### src/hw/rtl/scl_pkg.sv
// ----------------------------------------------------------------------------
// scl_pkg
// Shared constants, types and the command text table for the serial command
// line recognizer.
// ----------------------------------------------------------------------------
package scl_pkg;

   // line store geometry
   localparam int LINE_CAPACITY = 64;
   localparam int STORE_DEPTH   = LINE_CAPACITY - 1;
   localparam int ADDR_W        = $clog2(STORE_DEPTH);
   localparam int COUNT_W       = $clog2(STORE_DEPTH + 1);

   // byte codes
   localparam logic [7:0] CHAR_CR = 8'd13;
   localparam logic [7:0] CHAR_LF = 8'd10;
   localparam logic [7:0] CHAR_UA = 8'h41;
   localparam logic [7:0] CHAR_UZ = 8'h5A;

   // response kinds
   localparam logic [2:0] KIND_OVERFLOW = 3'd0;
   localparam logic [2:0] KIND_VERSION  = 3'd1;
   localparam logic [2:0] KIND_HELP     = 3'd2;
   localparam logic [2:0] KIND_HELP_TM  = 3'd3;
   localparam logic [2:0] KIND_TM_ON    = 3'd4;
   localparam logic [2:0] KIND_TM_OFF   = 3'd5;
   localparam logic [2:0] KIND_UNKNOWN  = 3'd6;

   // command table, lower case, right-justified in 16 characters
   localparam int NUM_CMDS = 5;
   localparam int CMD_MAX  = 16;
   localparam logic [CMD_MAX*8-1:0] CMD_TEXT [NUM_CMDS] = '{
      "getversion", "help", "help testmode", "testmode on", "testmode off"
   };
   localparam int CMD_LEN [NUM_CMDS] = '{10, 4, 13, 11, 12};

   // control from the sequencer to the compare unit
   typedef struct packed {
      logic               start;    // load length checks, arm all flags
      logic               cmp_vld;  // store read data is valid this cycle
      logic [COUNT_W-1:0] cmp_idx;  // character position of that data
   } scl_cmp_ctl_type;

   // fold upper-case ASCII letters to lower case
   function automatic logic [7:0] fold_case(input logic [7:0] c);
      logic [7:0] r;
      r = c;
      if (c >= CHAR_UA && c <= CHAR_UZ) begin
         r = c + 8'd32;
      end
      return r;
   endfunction

   // character at a given position of a command, zero beyond its end
   function automatic logic [7:0] cmd_char(input int cmd, input logic [COUNT_W-1:0] pos);
      logic [7:0] r;
      logic [6:0] sh;
      r  = 8'h00;
      sh = '0;
      if (int'(pos) < CMD_LEN[cmd]) begin
         sh = 7'(CMD_LEN[cmd] - 1 - int'(pos));
         r  = CMD_TEXT[cmd][sh*8 +: 8];
      end
      return r;
   endfunction

endpackage

### src/hw/rtl/scl_line_store.sv
// ----------------------------------------------------------------------------
// scl_line_store
// Line character memory: one write port, one read port with registered data.
// ----------------------------------------------------------------------------
module scl_line_store (
   input  logic                      clock,
   input  logic                      wr_en,
   input  logic [scl_pkg::ADDR_W-1:0] wr_addr,
   input  logic [7:0]                wr_data,
   input  logic                      rd_en,
   input  logic [scl_pkg::ADDR_W-1:0] rd_addr,
   output logic [7:0]                rd_data
);

   logic [7:0] mem [scl_pkg::STORE_DEPTH];
   logic [7:0] rd_data_ff;

   // write port
   always_ff @(posedge clock) begin
      if (wr_en) begin
         mem[wr_addr] <= wr_data;
      end
   end

   // read port, data held while not enabled
   always_ff @(posedge clock) begin
      if (rd_en) begin
         rd_data_ff <= mem[rd_addr];
      end
   end

   assign rd_data = rd_data_ff;

endmodule

### src/hw/rtl/scl_matcher.sv
// ----------------------------------------------------------------------------
// scl_matcher
// Shared compare unit: checks one stored character per cycle against the
// same position of every command and keeps one running match flag each.
// ----------------------------------------------------------------------------
module scl_matcher (
   input  logic                        clock,
   input  scl_pkg::scl_cmp_ctl_type    ctl,
   input  logic [scl_pkg::COUNT_W-1:0] line_count,
   input  logic [7:0]                  rd_data,
   output logic [scl_pkg::NUM_CMDS-1:0] match
);

   logic [scl_pkg::NUM_CMDS-1:0] match_ff;
   logic [scl_pkg::NUM_CMDS-1:0] match_in;
   logic [7:0]                   folded;

   assign folded = scl_pkg::fold_case(rd_data);

   // length check on start, then one character per compare cycle
   always_comb begin
      match_in = match_ff;
      for (int c = 0; c < scl_pkg::NUM_CMDS; c++) begin
         if (ctl.start) begin
            match_in[c] = (line_count == scl_pkg::COUNT_W'(scl_pkg::CMD_LEN[c]));
         end else if (ctl.cmp_vld) begin
            match_in[c] = match_ff[c] && (folded == scl_pkg::cmd_char(c, ctl.cmp_idx));
         end
      end
   end

   always_ff @(posedge clock) begin
      match_ff <= match_in;
   end

   assign match = match_ff;

endmodule

### src/hw/rtl/serial_command_line_recognizer.sv
// ----------------------------------------------------------------------------
// serial_command_line_recognizer
// Collects bytes into a line, matches a finished line against five commands
// and returns a response kind, or echoes an unknown line byte by byte.
// ----------------------------------------------------------------------------
// Ordinary bytes: one per cycle while idle, no result.
// Terminator on a stored line: the compare unit scans each character, then
//   the result is registered from ST_OUT, or the echo begins.
// Overflowed line: result registered from ST_OUT after its terminator.
// Echo runs byte by byte (store read, then output in ST_ECHO_WR); input is
//   held off from the terminator until the last result is registered.
// Reset (synchronous, active high) empties the line and clears the flags.
module serial_command_line_recognizer (
   input  logic        clock,
   input  logic        reset,
   input  logic        req_tvalid,
   output logic        req_tready,
   input  logic [7:0]  req_tdata,   // [7:0] rx_byte
   output logic        rsp_tvalid,
   input  logic        rsp_tready,
   output logic [15:0] rsp_tdata,   // [7:0] echo_byte, [8] mode flag now, rest zero
   output logic [2:0]  rsp_tuser,   // [2:0] response_kind
   output logic        rsp_tlast    // last
);

   localparam int CW = scl_pkg::COUNT_W;

   // sequencer states
   localparam logic [2:0] ST_IDLE    = 3'd0;
   localparam logic [2:0] ST_SCAN    = 3'd1;
   localparam logic [2:0] ST_OUT     = 3'd2;
   localparam logic [2:0] ST_ECHO_RD = 3'd3;
   localparam logic [2:0] ST_ECHO_WR = 3'd4;

   logic [2:0]    state_ff, state_in;
   logic [CW-1:0] count_ff, count_in;
   logic          ovf_ff, ovf_in;
   logic          tm_ff, tm_in;
   logic [CW-1:0] idx_ff, idx_in;
   logic          cmp_vld_ff, cmp_vld_in;
   logic [CW-1:0] cmp_idx_ff, cmp_idx_in;
   logic [2:0]    kind_ff, kind_in;

   logic          rsp_valid_ff, rsp_valid_in;
   logic [2:0]    rsp_kind_ff, rsp_kind_in;
   logic [7:0]    rsp_echo_ff, rsp_echo_in;
   logic          rsp_tm_ff, rsp_tm_in;
   logic          rsp_last_ff, rsp_last_in;

   logic                         wr_en, rd_en, start, out_free, accept, is_term;
   logic [7:0]                   rd_data;
   logic [scl_pkg::NUM_CMDS-1:0] match;
   logic [2:0]                   found_kind;
   scl_pkg::scl_cmp_ctl_type     cmp_ctl;

   assign req_tready = (state_ff == ST_IDLE);
   assign accept     = req_tvalid && req_tready;
   assign is_term    = (req_tdata == scl_pkg::CHAR_CR) || (req_tdata == scl_pkg::CHAR_LF);
   assign out_free   = !rsp_valid_ff || rsp_tready;
   assign wr_en      = accept && !is_term && !ovf_ff &&
                       (count_ff < CW'(scl_pkg::STORE_DEPTH));

   // line store and compare unit
   scl_line_store u_store (
      .clock   (clock),
      .wr_en   (wr_en),
      .wr_addr (count_ff[scl_pkg::ADDR_W-1:0]),
      .wr_data (req_tdata),
      .rd_en   (rd_en),
      .rd_addr (idx_ff[scl_pkg::ADDR_W-1:0]),
      .rd_data (rd_data)
   );

   assign cmp_ctl.start   = start;
   assign cmp_ctl.cmp_vld = cmp_vld_ff;
   assign cmp_ctl.cmp_idx = cmp_idx_ff;

   scl_matcher u_match (
      .clock      (clock),
      .ctl        (cmp_ctl),
      .line_count (count_ff),
      .rd_data    (rd_data),
      .match      (match)
   );

   // first matching command in table order
   always_comb begin
      found_kind = scl_pkg::KIND_UNKNOWN;
      if (match[0]) begin
         found_kind = scl_pkg::KIND_VERSION;
      end else if (match[1]) begin
         found_kind = scl_pkg::KIND_HELP;
      end else if (match[2]) begin
         found_kind = scl_pkg::KIND_HELP_TM;
      end else if (match[3]) begin
         found_kind = scl_pkg::KIND_TM_ON;
      end else if (match[4]) begin
         found_kind = scl_pkg::KIND_TM_OFF;
      end
   end

   // sequencer
   always_comb begin
      state_in     = state_ff;
      count_in     = count_ff;
      ovf_in       = ovf_ff;
      tm_in        = tm_ff;
      idx_in       = idx_ff;
      cmp_vld_in   = 1'b0;
      cmp_idx_in   = idx_ff;
      kind_in      = kind_ff;
      start        = 1'b0;
      rd_en        = 1'b0;
      rsp_valid_in = rsp_valid_ff && !rsp_tready;
      rsp_kind_in  = rsp_kind_ff;
      rsp_echo_in  = rsp_echo_ff;
      rsp_tm_in    = rsp_tm_ff;
      rsp_last_in  = rsp_last_ff;

      case (state_ff)
         ST_IDLE: begin
            if (accept) begin
               if (!is_term) begin
                  if (wr_en) begin
                     count_in = count_ff + CW'(1);
                  end else begin
                     ovf_in = 1'b1;
                  end
               end else if (ovf_ff) begin
                  kind_in  = scl_pkg::KIND_OVERFLOW;
                  count_in = '0;
                  ovf_in   = 1'b0;
                  state_in = ST_OUT;
               end else if (count_ff != '0) begin
                  start    = 1'b1;
                  idx_in   = '0;
                  state_in = ST_SCAN;
               end
            end
         end

         ST_SCAN: begin
            if (idx_ff < count_ff) begin
               rd_en      = 1'b1;
               cmp_vld_in = 1'b1;
               idx_in     = idx_ff + CW'(1);
            end else if (!cmp_vld_ff) begin
               idx_in = '0;
               if (found_kind == scl_pkg::KIND_UNKNOWN) begin
                  state_in = ST_ECHO_RD;
               end else begin
                  kind_in  = found_kind;
                  count_in = '0;
                  state_in = ST_OUT;
                  if (found_kind == scl_pkg::KIND_TM_ON) begin
                     tm_in = 1'b1;
                  end else if (found_kind == scl_pkg::KIND_TM_OFF) begin
                     tm_in = 1'b0;
                  end
               end
            end
         end

         ST_OUT: begin
            if (out_free) begin
               rsp_valid_in = 1'b1;
               rsp_kind_in  = kind_ff;
               rsp_echo_in  = 8'h00;
               rsp_tm_in    = tm_ff;
               rsp_last_in  = 1'b1;
               state_in     = ST_IDLE;
            end
         end

         ST_ECHO_RD: begin
            rd_en    = 1'b1;
            state_in = ST_ECHO_WR;
         end

         ST_ECHO_WR: begin
            if (out_free) begin
               rsp_valid_in = 1'b1;
               rsp_kind_in  = scl_pkg::KIND_UNKNOWN;
               rsp_echo_in  = rd_data;
               rsp_tm_in    = tm_ff;
               rsp_last_in  = (idx_ff + CW'(1) == count_ff);
               idx_in       = idx_ff + CW'(1);
               if (idx_ff + CW'(1) == count_ff) begin
                  count_in = '0;
                  state_in = ST_IDLE;
               end else begin
                  state_in = ST_ECHO_RD;
               end
            end
         end

         default: begin
            state_in = ST_IDLE;
         end
      endcase
   end

   // control registers
   always_ff @(posedge clock) begin
      if (reset) begin
         state_ff     <= ST_IDLE;
         count_ff     <= '0;
         ovf_ff       <= 1'b0;
         tm_ff        <= 1'b0;
         cmp_vld_ff   <= 1'b0;
         rsp_valid_ff <= 1'b0;
      end else begin
         state_ff     <= state_in;
         count_ff     <= count_in;
         ovf_ff       <= ovf_in;
         tm_ff        <= tm_in;
         cmp_vld_ff   <= cmp_vld_in;
         rsp_valid_ff <= rsp_valid_in;
      end
   end

   // datapath registers
   always_ff @(posedge clock) begin
      idx_ff      <= idx_in;
      cmp_idx_ff  <= cmp_idx_in;
      kind_ff     <= kind_in;
      rsp_kind_ff <= rsp_kind_in;
      rsp_echo_ff <= rsp_echo_in;
      rsp_tm_ff   <= rsp_tm_in;
      rsp_last_ff <= rsp_last_in;
   end

   assign rsp_tvalid = rsp_valid_ff;
   assign rsp_tdata  = {7'b0, rsp_tm_ff, rsp_echo_ff};
   assign rsp_tuser  = rsp_kind_ff;
   assign rsp_tlast  = rsp_last_ff;

`ifndef SYNTH
   // line count never passes the store depth
   a_count_range: assert property (@(posedge clock) disable iff (reset)
      count_ff <= CW'(scl_pkg::STORE_DEPTH))
      else $error("line count beyond store depth");

   // overflow is only raised on a full store
   a_ovf_full: assert property (@(posedge clock) disable iff (reset)
      ovf_ff |-> (count_ff == CW'(scl_pkg::STORE_DEPTH)))
      else $error("overflow flag set with store not full");

   // echo index stays inside the stored line
   a_echo_idx: assert property (@(posedge clock) disable iff (reset)
      (state_ff == ST_ECHO_RD || state_ff == ST_ECHO_WR) |-> (idx_ff < count_ff))
      else $error("echo index past line end");

   // only echo results carry a byte
   a_echo_zero: assert property (@(posedge clock) disable iff (reset)
      (rsp_valid_ff && rsp_kind_ff != scl_pkg::KIND_UNKNOWN) |-> (rsp_echo_ff == 8'h00))
      else $error("nonzero echo byte on a command result");
`endif

endmodule
### config.mk
export PLATFORM = sky130hd
export DESIGN_NAME = serial_command_line_recognizer
export DESIGN_NICKNAME = d
export VERILOG_FILES = /design/src/hw/rtl/scl_pkg.sv /design/src/hw/rtl/scl_line_store.sv /design/src/hw/rtl/scl_matcher.sv /design/src/hw/rtl/serial_command_line_recognizer.sv
export SDC_FILE = /design/constraint.sdc
export NUM_CORES = 1
export LEC_CHECK = 0
export BUFFER_PORTS_ARGS = -buffer_cell sky130_fd_sc_hd__buf_4
export CAP_MARGIN = 20
export CORE_MARGIN = 2
export CORE_UTILIZATION = 40
export CTS_CLUSTER_DIAMETER = 80
export CTS_CLUSTER_SIZE = 12
export DETAILED_ROUTE_END_ITERATION = 16
export GPL_ROUTABILITY_DRIVEN = 0
export PLACE_DENSITY = 0.62
export SLEW_MARGIN = 20
export SYNTH_ARGS = -nofsm -noshare
export SYNTH_HDL_FRONTEND = slang
export SYNTH_SLANG_ARGS = --single-unit
### constraint.sdc
create_clock -name clock -period 3 [get_ports clock]
set_input_delay 0.9 -clock clock [delete_from_list [all_inputs] [get_ports clock]]
set_output_delay 0.9 -clock clock [all_outputs]
set_load 0.01 [all_outputs]
==> results.cfg, run 1 <==
[yosys]
synth_area_leaders = edfxtp_1 (67%), mux4_2 (13%), nor2_1 (2.0%), mux2i_1 (2.0%), dfxtp_1 (1.6%)
synth-xor-area-share = 0.0144
synth-edff-count = 539
synthCells = 1437
avgSynthCellArea_um2 = 16.8
yosys-mux-area-fraction = 0.147
synthAdderAreaFrac = 0.0109
synth_top_family_by_area = multiplexers
yosysUniqueCellTypes = 76
ys.flop_type = edfxtp_1
yosysWarningCount = 0
yosysTopAreaCell = edfxtp_1
ys_seq_elements = 558
async_flop_share = 0
synth-simple-area-share = 0.0658
synth_seq_area_share = 0.687
synth_compound_gate_area_share = 0.0552
synth_area_um2 = 24100
synth_top_area_frac = 0.671

[cts]
path_clk_slew_ps = 60
postCtsSetupRepairBufs = 0
cts_buffer_depth = 3
cts_hold_buf = 0
htreeDepth = 2
clock-sinks = 558
root_buffer = clkbuf_16
clk_latency_ps = 640
cts_inserted_buffers = 52
cts_tree = done

[layout]
final_util = 0.466
nFillCells = 5059
mostFrequentLayoutCells = edfxtp_1 (539), buf_4 (192), mux4_2 (136)
insertedDiodeCount = 0
layout.nets = 1652
drive_gt1_frac = 0.254
area_delta_synth_final_pct = 16.0
final_common_cell = edfxtp_1
finalNonFillerCells = 2425

[global_route]
grt_use_total = 0.189
grt_pass1_wl_um = 89400
grt_max_degree = 74
antenna_found_initial = 1
grt-ovfl-total = 0
first_global_vias = 13877

[setup_path]
cp_data_required_time_ps = 3320
crit_path_max_fanout = 16
cp_top_family = multiplexers
crit_buf_inv = 2
cp-end-kind = flop
cp_data_arrival_time_ps = 3190
cp-start-kind = flop
cp_slowest_cell = mux4_2
path_cells = buf_12 > buf_12 > mux4_2 > mux4_2 > mux4_2
critical_path_class = flop to flop
cp_slowest_stage_delay_ps = 560
crit_path_frequent_cell = mux4_2
r2r_setup_slack_ps = 130

[floorplan]
die_x_um = 250
initial_utilization = 0.402
boundaryPins = 34
die_h_um = 250
row_count = 90
core_um2 = 60000
die_area_um2 = 62300

[drt]
drc = 0
wl_per_cell_um = 24.3
drtIter0Drc = 1377
drt-total-wl_um = 58800
ant_nets = 0
drt-pass1-iter-count = 8
vias_per_cell = 5.71
num_vias = 13839

[job]
maxCapViolations = 0

[power_and_ir_drop]
power_frac_comb = 0.019
cellPowerDensity_nw_per_um2 = 529
intPower_w = 0.0118
power_w = 0.0148
p_switching_w = 0.00298
vdd_drop_max_mv = 0.471
seq_power_share = 0.578
sw_frac_of_total = 0.201
pwr-share-clk = 0.403
leakagePower_nw = 9.32

[status]
status = finished clean

[timing]
fin_skew_ps = 66.3
worst_pin_slew_ps = 801
finalHoldViolCount = 0
finalSetupViolations = 0
min_period_ps = 2870
timing.fmax_mhz = 348
fin_crit_sh = 0.958
slew_viol_final = 0
slew-limit-headroom = 0.466

[placed_design]
hpwl_um = 38800
placed_cells_incl_taps = 2347
port_buffers = 26

[hold_path]
hold_class = flop to flop
## worst paths after layout
| check | start | endpoint | cells after the start |
|---|---|---|---|
| setup / recovery | cmp_idx_in[0] | u_store.rd_data[4] | 5 |
| hold / removal | tm_ff | rsp_tm_ff | 0 |
| setup reg to reg | cmp_idx_in[0] | u_store.rd_data[4] | 5 |
| hold reg to reg | tm_ff | rsp_tm_ff | 0 |
## per-stage QoR
step / hold slack [ps] / instance area [µm²] / TNS [ps] / worst slack, ps
global placement: 433 / 26500 / -75410 / -337
CTS: 445 / 28000 / 0 / 102
floorplan: 372 / 24100 / -1010 / -19.7
detailed placement: 430 / 26500 / -100000 / -351
finish: 439 / 28000 / 0 / 127
global route: 467 / 28000 / -51.8 / -51.8
## cells in the mapped netlist (all sizes together), types with 3 or more instances
library cell / instances
edfxtp: 539
mux4: 136
nor2: 126
nand2: 50
clkbuf: 47
mux2i: 47
a21oi: 44
o21ai: 43
buf: 39
nand3: 27
nor3: 24
inv: 23
xnor2: 22
ha: 21
nor2b: 21
dfxtp: 19
o221ai: 17
nand2b: 16
xor2: 15
and2: 13
a211oi: 11
nor4: 11
o211ai: 10
o22ai: 10
or2: 8
a31oi: 7
and3: 7
nand4: 5
nor3b: 5
a21o: 4
o21bai: 4
o31ai: 4
or3: 4
a221oi: 3
a22oi: 3
a2bb2oi: 3
o2111ai: 3
o21a: 3
or4: 3
## cell type report
cell class | count | area, µm² | share of cell area
multi-input combinational | 775 | 7110 | 0.254
tap | 782 | 978 | 0.0350
clock inverter | 4 | 85.1 | 0.00304
clock buffer | 74 | 1380 | 0.0495
inverter | 24 | 90.1 | 0.00322
sequential | 558 | 16600 | 0.592
timing repair buffer | 208 | 1760 | 0.0630
## routing by layer
metal  vias to the layer above  part of all wire  GRT usage
li1                       6100                 -          -
met1                      7207              0.43      0.264
met2                       446              0.49      0.320
met3                        86             0.052     0.0229
met4                         0             0.019     0.0430
met5                         -                 0          0
## state kept, by name, summed over array words and instances, names as in the netlist, 3 cells and up
| name | count |
|---|---|
| rsp_echo_ff | 8 |
| u_store.mem | 504 |
| u_match.match | 5 |
| u_store.rd_data | 8 |
| cmp_idx_in | 6 |
| cmp_idx_ff | 6 |
| rsp_tuser | 3 |
| count_ff | 6 |
| kind_ff | 3 |
| state_ff | 3 |
## repair_timing
action,CTS,global route
resized for setup,0,3
endpoints found under the hold margin,0,0
setup endpoints to repair,0,236
## power groups by stage
stage          Combinational (W)  Clock (W)  Sequential [W]
6_report                0.000276    0.00596         0.00855
5_1_grt                 0.000299    0.00640         0.00855
4_1_cts                 0.000279    0.00608         0.00855
3_5_place_dp            0.000278          0         0.00872
3_3_place_gp            0.000268          0         0.00872
2_1_floorplan          0.0000806          0         0.00872
## kinds of logic (layout without fill, tap and decap cells)
| group | after synthesis | after routing |
|---|---|---|
| AND/OR/NAND/NOR | 328 | 328 |
| XOR/XNOR | 38 | 38 |
| AO/OA/AOI/OAI | 197 | 197 |
| flip-flops | 558 | 558 |
| adder cells (fa/ha/maj) | 21 | 21 |
| other | 1 | 7 |
| buffers and inverters | 110 | 310 |
| multiplexers | 184 | 184 |
## worst register-to-register path, cell delays in order (launching register included)
cell	delay, ps
edfxtp_1	480
buf_12	240
buf_12	200
mux4_2	560
mux4_2	560
mux4_2	560
Power figures use the tool's default switching activity.
==> run 2, diff against run 1 <==
--- a/config.mk
+++ b/config.mk
@@ -7,6 +7,7 @@
 export LEC_CHECK = 0
 export BUFFER_PORTS_ARGS = -buffer_cell sky130_fd_sc_hd__buf_4
 export CAP_MARGIN = 20
+export CORE_ASPECT_RATIO = 0.9
 export CORE_MARGIN = 2
 export CORE_UTILIZATION = 40
 export CTS_CLUSTER_DIAMETER = 80
==> run 2 against run 1 <==
Against the previous run: hold slack got worse by 0.99 ps; die area barely moved; global-route usage fell by 0.91 points; register-to-register slack better by 40 ps; clock-buffer cell count is 9 lower; non-clock buffer count decreased by 2; routed wire length fell by 5.3%; clock power is 4.2% higher; critical path type unchanged; largest cell class unchanged; largest power group unchanged; highest routed layer unchanged.
==> results.cfg, run 2 (synthesized netlist as in run 1, its figures left out) <==
[drt]
met1_length_um = 25100
wl_per_cell_um = 23.0
drc = 0
num_vias = 13533
drt-pass1-iter-count = 5
drtIter0Drc = 1437
ant_nets = 0
top_layer_used = met4
drt-total-wl_um = 55700
met2_length_um = 25400
met3_wirelength_um = 3720
vias_per_cell = 5.59

[setup_path]
critical_path_class = flop to flop
crit_path_max_fanout = 8
r2r-start = cmp_idx_ff[2]
r2r_setup_slack_ps = 170
cp_slowest_stage_delay_ps = 540
cp-start-kind = flop
path_cells = inv_1 > ha_1 > nor2b_1 > buf_4 > o21bai_1 > or2_4 > a221oi_2 > o311ai_1 > or4_1 > o21ai_1
ff2ff_path_depth = 10
worst_r2r_endpoint = u_match.match[3]
cp_data_required_time_ps = 3450
cp_slowest_cell = or4_1
cp-end-kind = flop
cp_data_arrival_time_ps = 3280

[timing]
setup_tns_ps = 0
rsz0062_at_grt = false
fin_crit_sh = 0.943
worst_pin_slew_ps = 893
finalSetupViolations = 0
finalHoldViolCount = 0
fin_skew_ps = 35.1
timing.fmax_mhz = 353
min_period_ps = 2830
slew_viol_final = 0
slew-limit-headroom = 0.402
finalWorstSetupSlack_ps = 170

[layout]
top_register = u_store.mem
final_common_cell = edfxtp_1
layout.nets = 1652
insertedDiodeCount = 0
area_delta_synth_final_pct = 16.1
mostFrequentLayoutCells = edfxtp_1 (539), buf_4 (192), mux4_2 (136)
largest_reg_flops = 504
drive_gt1_frac = 0.257

[power_and_ir_drop]
vdd_drop_max_mv = 0.441
cellPowerDensity_nw_per_um2 = 537
leakagePower_nw = 9.35

[cts]
root_buffer = clkbuf_16
postCtsSetupRepairBufs = 0
cts_inserted_buffers = 54
cts_hold_buf = 0
clock-sinks = 558
cts_tree = done
path_clk_slew_ps = 60
clk_latency_ps = 630
cts_resized = 0
htreeDepth = 2
cts_buffer_depth = 3

[global_route]
grt_use_total = 0.180
grt_max_degree = 64
first_global_vias = 13464
antenna_found_initial = 1
grt_pass1_wl_um = 84700
grt-ovfl-total = 0

[hold_path]
hold_end = cmp_idx_ff[4]
hold_class = flop to flop
holdPathStages = 0
min-delay-start = cmp_idx_in[4]

[floorplan]
die_area_um2 = 62300
die_x_um = 263
row_count = 85
die_h_um = 237
boundaryPins = 34
initial_utilization = 0.404
core_um2 = 59800

[status]
status = finished clean

[job]
maxCapViolations = 0

[placed_design]
hpwl_um = 37000
port_buffers = 26
place_ws_ps = -270
## run 2: stage by stage
step           utilization  cells  hold WS (ps)  instance area, µm²  power (W)
3_3_place_gp         0.443   2346           420               26500    0.00898
2_1_floorplan            -   1443           372               24100    0.00880
6_report             0.469   2419           438               28000     0.0150
4_1_cts              0.469   2419           446               28000     0.0152
5_1_grt              0.469   2419           456               28000     0.0155
3_5_place_dp         0.443   2346           433               26500    0.00899
## run 2: area by class of cell
| type | count | area [µm²] |
|---|---|---|
| repair buffers | 206 | 1720 |
| fillers | 5108 | 31800 |
| clock buffers | 65 | 1390 |
| well taps | 783 | 980 |
| inverters | 24 | 90.1 |
| flip-flops and latches | 558 | 16600 |
| clock inverters | 8 | 158 |
| multi-input cells | 775 | 7110 |
## run 2: worst max-delay path: cells and delay by family (launching register included)
| kind | cells | cell delay [ps] |
|---|---|---|
| flip-flops | 1 | 310 |
| buffers and inverters | 2 | 420 |
| AO/OA/AOI/OAI | 4 | 620 |
| adder cells (fa/ha/maj) | 1 | 310 |
| AND/OR/NAND/NOR | 3 | 1030 |
## run 2: how the worst max path moves through the flow
stage,from,to,slack [ps],cells past startpoint
2_1_floorplan,req_tdata[0],u_store.mem[14][0],-20,6
3_3_place_gp,req_tdata[0],u_match.match[2],-230,11
3_5_place_dp,req_tdata[0],u_store.mem[19][1],-270,10
4_1_cts,cmp_idx_in[0],u_store.rd_data[6],170,5
5_1_grt,cmp_idx_ff[2],u_match.match[3],0.09,10
6_report,cmp_idx_ff[2],u_match.match[3],170,10
## run 2: metal layers
layer / GRT usage / vias up
met1: 0.256 / 6949
met2: 0.278 / 413
met4: 0.0599 / 0
met5: 0 / -
met3: 0.0393 / 84
li1: - / 6087
## run 2: report_power, final
| group | switching, W | internal, W |
|---|---|---|
| clock | 0.00277 | 0.00344 |
| combinational | 0.000191 | 0.0000729 |
| sequential | 0.00000932 | 0.00855 |
| total | 0.00297 | 0.0121 |
